[src/bla_pkg.sv]
`timescale 1ns / 1ps
`default_nettype none
package bla_pkg;

    localparam int COORD_W_DEF   = 32;
    localparam int SCL_W         = 29;    // scaled vector components stay below 2^29
    localparam int NUV_W         = 60;    // squared norm of a scaled vector
    localparam int DOT_W         = 61;    // signed dot product of scaled vectors
    localparam int HALF_W        = 30;    // partial product split point
    localparam int SQ_W          = 60;    // root width of |u|^2 |v|^2 - dot^2
    localparam int CORDIC_STEPS  = 30;
    localparam int CXW           = 64;    // cordic x/y width
    localparam int ZW            = 34;    // cordic angle accumulator, Q4.30 signed
    localparam int LEN_W         = 32;
    localparam int ANG_W         = 24;
    localparam int QUEUE_DEPTH   = 4;

    localparam logic [ZW-1:0]    HALF_PI_Q30    = 34'd1686629713;
    localparam logic [31:0]      RAD_TO_DEG_Q26 = 32'd3845054675;
    localparam logic [ANG_W-1:0] ANGLE_MAX      = 24'd11796480;

    localparam logic ACT_BOND  = 1'b0;
    localparam logic ACT_ANGLE = 1'b1;

    typedef struct packed {
        logic                    action;
        logic [NUV_W-1:0]        nu;
        logic [NUV_W-1:0]        nv;
        logic signed [DOT_W-1:0] dot;
    } bla_angle_t;

    typedef struct packed {
        logic action;
        logic degen;
        logic dneg;
        logic dpos;
        logic szero;
    } bla_tag_t;

    function automatic logic [ZW-1:0] atan_q30(input int k);
        logic [ZW-1:0] r;
        case (k)
            0: r = 34'd843314856;
            1: r = 34'd497837829;
            2: r = 34'd263043836;
            3: r = 34'd133525158;
            4: r = 34'd67021686;
            5: r = 34'd33543515;
            6: r = 34'd16775850;
            7: r = 34'd8388437;
            8: r = 34'd4194282;
            9: r = 34'd2097149;
            10: r = 34'd1048575;
            11: r = 34'd524287;
            12: r = 34'd262143;
            13: r = 34'd131071;
            14: r = 34'd65535;
            15: r = 34'd32767;
            16: r = 34'd16383;
            17: r = 34'd8191;
            18: r = 34'd4095;
            19: r = 34'd2047;
            20: r = 34'd1023;
            21: r = 34'd511;
            22: r = 34'd255;
            23: r = 34'd127;
            24: r = 34'd63;
            25: r = 34'd31;
            26: r = 34'd15;
            27: r = 34'd7;
            28: r = 34'd3;
            29: r = 34'd1;
            default: r = '0;
        endcase
        return r;
    endfunction

endpackage
`default_nettype wire

[src/bla_queue.sv]
`timescale 1ns / 1ps
`default_nettype none
module bla_queue import bla_pkg::*; #(
    parameter int WIDTH = 8,
    parameter int DEPTH = QUEUE_DEPTH
) (
    input  wire logic             aclk,
    input  wire logic             aresetn,
    input  wire logic             push,
    input  wire logic [WIDTH-1:0] push_data,
    output logic                  full,
    input  wire logic             pop,
    output logic [WIDTH-1:0]      pop_data,
    output logic                  empty
);
    localparam int AW = (DEPTH > 1) ? $clog2(DEPTH) : 1;
    localparam int CNTW = $clog2(DEPTH + 1);

    logic [WIDTH-1:0] mem_reg [DEPTH];
    logic [AW-1:0]    wr_ptr_reg;
    logic [AW-1:0]    rd_ptr_reg;
    logic [CNTW-1:0]  count_reg;

    assign full     = (count_reg == CNTW'(DEPTH));
    assign empty    = (count_reg == '0);
    assign pop_data = mem_reg[rd_ptr_reg];

    always_ff @(posedge aclk) begin
        if (push) mem_reg[wr_ptr_reg] <= push_data;
    end

    always_ff @(posedge aclk) begin
        if (!aresetn) begin
            wr_ptr_reg <= '0;
            rd_ptr_reg <= '0;
            count_reg  <= '0;
        end else begin
            if (push) wr_ptr_reg <= (wr_ptr_reg == AW'(DEPTH - 1)) ? '0 : wr_ptr_reg + 1'b1;
            if (pop)  rd_ptr_reg <= (rd_ptr_reg == AW'(DEPTH - 1)) ? '0 : rd_ptr_reg + 1'b1;
            if (push && !pop)      count_reg <= count_reg + 1'b1;
            else if (pop && !push) count_reg <= count_reg - 1'b1;
        end
    end

endmodule
`default_nettype wire

[config.mk]
export PLATFORM = sky130hd
export DESIGN_NAME = bla_queue
export DESIGN_NICKNAME = d
export VERILOG_FILES = /design/src/bla_pkg.sv /design/src/bla_queue.sv
export SDC_FILE = /design/constraint.sdc
export NUM_CORES = 1
export LEC_CHECK = 0
export BUFFER_PORTS_ARGS = -buffer_cell sky130_fd_sc_hd__buf_2
export CORE_MARGIN = 3
export CORE_UTILIZATION = 30
export CTS_BUF_LIST = sky130_fd_sc_hd__clkbuf_4
export DETAILED_ROUTE_END_ITERATION = 8
export SKIP_LAST_GASP = 1
export SYNTH_ARGS = -nofsm -noshare
export SYNTH_HDL_FRONTEND = slang
export SYNTH_SLANG_ARGS = --single-unit
[constraint.sdc]
create_clock -name aclk -period 1.7 [get_ports aclk]
set_clock_uncertainty 0.05 [all_clocks]
set_input_delay 0.17 -clock aclk [delete_from_list [all_inputs] [get_ports aclk]]
set_output_delay 0.17 -clock aclk [all_outputs]
set_load 0.005 [all_outputs]
# Word level (Yosys, flattened, before mapping)
# Memories as Yosys holds them, arrays and structs flattened. A register that Yosys moved wholly into a read port is not among the register bits.
# Cells that the tools add are included.
[classes]
bitwise_logic = 0
mul = 0
n_reduce_logical = 6
n_shift = 0
add_sub_neg = 4
n_mux = 8
n_eq_ne = 3
order_cmp = 0
div = 0
[ops]
columns = ["operator", "count"]
rows = [
  ["$mux 2", 4],
  ["$mux 3", 2],
  ["$add 2x1->2 const B", 2],
  ["$eq 2x2->1 const B", 2],
  ["$add 3x1->3 const B", 1],
  ["$eq 3x3->1 const B", 1],
  ["$logic_not 3->1", 1],
  ["$sub 3x1->3 const B", 1],
  ["$logic_and 1x1->1", 2],
  ["$logic_not 1->1", 2],
  ["$mux 1", 2],
  ["$reduce_bool 2->1", 1],
]
[totals]
wordCells = 25
register_bits = 7
latchBits = 0
input_bits = 12
ram_bits = 32
romBits = 0
n_memories = 1
[mem_list]
columns = ["name", "words", "width", "rd", "rd_clocked_by_memory_dff", "write_ports", "line", "text"]
rows = [
  ["mem_reg", 4, 8, 1, 1, 1, "bla_queue.sv:19", "logic [WIDTH-1:0] mem_reg [DEPTH];"],
]

# Logic depth before layout (Yosys ltp)
[depth]
word_depth = 4
mapped_depth = 7
ltp_nobuf = 7

# Worst setup path before layout
# No wires, ideal clock.
[synth_path]
kind = "input-to-reg"
start = "input pop"
end = "register count_reg[2]"
setup_time_ps = 70
path_slack_ps = 217
stages = 7
n_path_buf = 0
required_time_ps = 1580
arrival_ps = 1363
path_cell_list = "inv_1 ha_1 inv_1 fa_1 xor2_1 or3_1 a21boi_1"
[synth_via]
elab_chain_len = 3
elab_cells_between_ends = 5
cone_classes = "mux (1); reduce/logical (4)"
[synth_rtl]
columns = ["element", "line", "text"]
rows = [
  ["from (decl)", "bla_queue.sv:12", "input wire logic pop,"],
  ["$logic_not 1->1", "bla_queue.sv:40", "if (push && !pop) count_reg <= count_reg + 1'b1;"],
  ["$logic_and 1x1->1", "bla_queue.sv:40", ""],
  ["$mux 3 / $reduce_bool 2->1 (equally long branches)", "-", ""],
  ["to (signal assigned)", "bla_queue.sv:40", ""],
  ["to (signal assigned)", "bla_queue.sv:41", "else if (pop && !push) count_reg <= count_reg - 1'b1;"],
  ["to (decl)", "bla_queue.sv:22", "logic [CNTW-1:0] count_reg;"],
]
# Parallel ways exist; a longest one is shown, timed or not.
# A chain may end at the register's enable or synchronous reset.

==> impl_metrics.sql <==
INSERT INTO impl_metrics (metric_group, metric, value, unit) VALUES
('status', 'status', 'finished clean', ''),
('placement', 'area_after_dpl', '1807', 'sq um'),
('detailed_routing', 'detailroute.via_count', '832', ''),
('die', 'ioPinCount', '22', ''),
('timing', 'clock.fmax', '589.1', 'MHz'),
('die', 'coreArea', '5172', 'sq um'),
('timing', 'report.final.hold_viol_count', '0', ''),
('cells_and_area', 'final_cell_mix', 'sky130_fd_sc_hd__edfxtp_1 (32), sky130_fd_sc_hd__buf_2 (21), sky130_fd_sc_hd__mux4_2 (8), sky130_fd_sc_hd__dfxtp_1 (8), sky130_fd_sc_hd__dlygate4sd3_1 (8)', ''),
('cells_and_area', 'n_antenna_cell', '0', ''),
('placement', 'detailedPlacementHpwl', '1803', 'um'),
('clock_network', 'clock_tree_from_tritoncts', 'yes', ''),
('clock_network', 'insertion_delay', '0.34', 'ns'),
('detailed_routing', 'wl_met1', '1056', 'um'),
('cells_and_area', 'num-nets-final', '141', ''),
('worst_setup_path', 'top_cell_family_by_delay_on_the_critical_path', 'multiplexers', ''),
('worst_setup_path', 'critical_path_arrival', '1.48', 'ns'),
('global_route', 'first_global_vias', '913', ''),
('hold_path', 'hold_path.class', 'in -> reg', ''),
('cells_and_area', 'areaGrowthSynthToFinish', '22.54', '%'),
('timing', 'finalWorstPathRequiredPeriod', '1.697', 'ns'),
('global_route', 'grt.total_usage', '9.408', '%'),
('global_route', 'first_pass_grt_wire_length', '4271', 'um'),
('die', 'design.die.area', '6300', 'sq um'),
('timing', 'timing_max_transition_violations_final', '0', ''),
('worst_setup_path', 'critical_path.n_buffers_inverters', '2', ''),
('detailed_routing', 'detailed_route_wirelength_on_metal2', '1302', 'um'),
('logic_synthesis', 'syn_nets', '105', ''),
('pwr', 'irDropWorstVdd', '0.0004693', 'V'),
('detailed_routing', 'avgRoutedWirePerCell', '13.33', 'um'),
('clock_network', 'clock-sinks', '41', ''),
('logic_synthesis', 'ys_seq_area_share', '70.64', '%'),
('worst_setup_path', 'crit_slowest_cell', 'sky130_fd_sc_hd__mux4_2', ''),
('worst_setup_path', 'worstPathCellList', 'buf_12, mux4_2, buf_2', ''),
('global_route', 'globalRoute.totalOverflow', '0', ''),
('placement', 'number_of_cells_in_the_design_after_placement', '177', ''),
('clock_network', 'root_buffer', 'sky130_fd_sc_hd__clkbuf_4', ''),
('pwr', 'power.density_cell_area', '1019', 'nW/um^2'),
('cells_and_area', 'finish.cell_count_without_fillers', '193', ''),
('clock_network', 'clock_tree.htree_level_count', '2', ''),
('timing', 'grt_setup_unrepaired', 'true', ''),
('logic_synthesis', 'mappedNetlistArea', '1615', 'sq um'),
('logic_synthesis', 'yosys_most_used_dff', 'sky130_fd_sc_hd__edfxtp_1', ''),
('timing', 'worst_pin_slew', '0.4435', 'ns'),
('worst_setup_path', 'required', '1.48', 'ns'),
('worst_setup_path', 'timing.critical_path.from_type', 'flip-flop', ''),
('detailed_routing', 'drt-initial-drc-count', '28', ''),
('worst_setup_path', 'critPathMaxStageDelay', '0.50', 'ns'),
('detailed_routing', 'dr.max_layer_used', 'met4', ''),
('logic_synthesis', 'syn_avg_cell_area', '18.78', 'sq um'),
('detailed_routing', 'post_drt_via_cell_ratio', '4.311', ''),
('detailed_routing', 'postRouteAntennaNets', '0', ''),
('flow_run', 'cap_viol_max_count', '0', ''),
('detailed_routing', 'dr.pass1.iters', '3', ''),
('logic_synthesis', 'async_set_or_reset_flop_fraction_in_the_synthesized_netlist', '0', '%'),
('die', 'fp-row-count', '26', ''),
('cells_and_area', 'leading_cell_type_in_the_layout_fill_and_taps_excluded', 'sky130_fd_sc_hd__edfxtp_1', ''),
('logic_synthesis', 'count_of_flip_flops_with_a_built_in_enable_after_synthesis', '32', ''),
('cells_and_area', 'finish.instance_area', '1979', 'sq um'),
('timing', 'layout_worst_path_cycle_share', '99.85', '%'),
('logic_synthesis', 'yosysWarnings', '0', ''),
('detailed_routing', 'drc', '0', ''),
('logic_synthesis', 'synth.ff_latch_count', '41', ''),
('placement', 'gp_congestion', '0.6377', ''),
('timing', 'report.final.setup_viol', '0', ''),
('clock_network', 'ctsLongestPathBuffers', '2', ''),
('clock_network', 'cts_made_buffers', '5', ''),
('pwr', 'leakage', '0.7181', 'nW'),
('timing', 'fin_hold_ws', '0.06772', 'ns'),
('detailed_routing', 'met3WireLength', '181', 'um'),
('die', 'floorplan.die.width', '79.38', 'um'),
('logic_synthesis', 'synthCells', '86', '');
-- power breakdown --
group / leakage, nW / internal (mW) / switching (mW)
clock network: 0.0389 / 0.304 / 0.292
logic: 0.311 / 0.136 / 0.107
registers: 0.369 / 1.14 / 0.0379
total: 0.718 / 1.58 / 0.437
-- cell usage after synthesis (all sizes together), types with 2 or more instances --
cell	number	area share (%)
mux2i	4	2.5
mux4	8	11
edfxtp	32	59
nor3	2	0.62
inv	4	0.93
and2	5	1.9
dfxtp	9	11
nor2b	5	1.9
ha	6	4.6
-- routing by layer --
| layer | vias to the layer above | global-route usage [%] |
|---|---|---|
| met3 | 7 | 4.628 |
| met1 | 407 | 9.794 |
| li1 | 397 | - |
| met4 | 0 | 3.093 |
| met2 | 21 | 16.50 |
| met5 | - | 0 |
-- cell families (layout without fill, tap and decap cells) --
logic type,after synthesis,count (layout),synth area share [%]
xor gates and xnor gates,2,2,1.085
muxes,12,12,13.63
and+or+nand+nor,15,15,5.577
buffers and inverters,6,43,1.936
DFF,41,41,70.64
adders and majority gates,7,7,5.887
AOI/OAI and AO/OA,3,3,1.239
-- timing repair --
| action | CTS | global route |
|---|---|---|
| hold buffers | 8 | 0 |
| endpoints found under the setup margin | 8 | 8 |
| resized for setup | 4 | 0 |
| endpoints found under the hold margin | 32 | 0 |
-- worst paths after layout --
path / from / to / slack, ns / depth (start not counted)
worst max-delay path: flip-flop / pop_data[5] / 0.003 / 3
worst min-delay path: aresetn / flip-flop / 0.07 / 2
worst max register to register: count_reg[0]$_SDFFE_PN0P_ / count_reg[2]$_SDFFE_PN0P_ / 0.15 / 4
worst min register to register: count_reg[2]$_SDFFE_PN0P_ / count_reg[2]$_SDFFE_PN0P_ / 0.49 / 2
-- layout make-up --
| class | count | area [sq um] |
|---|---|---|
| clock buffer | 5 | 37.54 |
| clock inverter | 3 | 41.29 |
| fill | 492 | 3193 |
| inverter | 4 | 15.01 |
| multi-input combinational | 39 | 442.9 |
| sequential | 41 | 1142 |
| tap | 70 | 87.58 |
| timing repair buffer | 31 | 212.7 |
-- through the flow --
step | worst slack [ns] | setup TNS [ns]
finish | 0.002619 | 0
global route | -0.05572 | -0.4247
CTS | -0.02741 | -0.1366
detailed placement | -0.02450 | -0.02450
global placement | 0.06153 | 0
floorplan | 0.2173 | 0
Note: power is estimated with default switching activity, not from simulation.
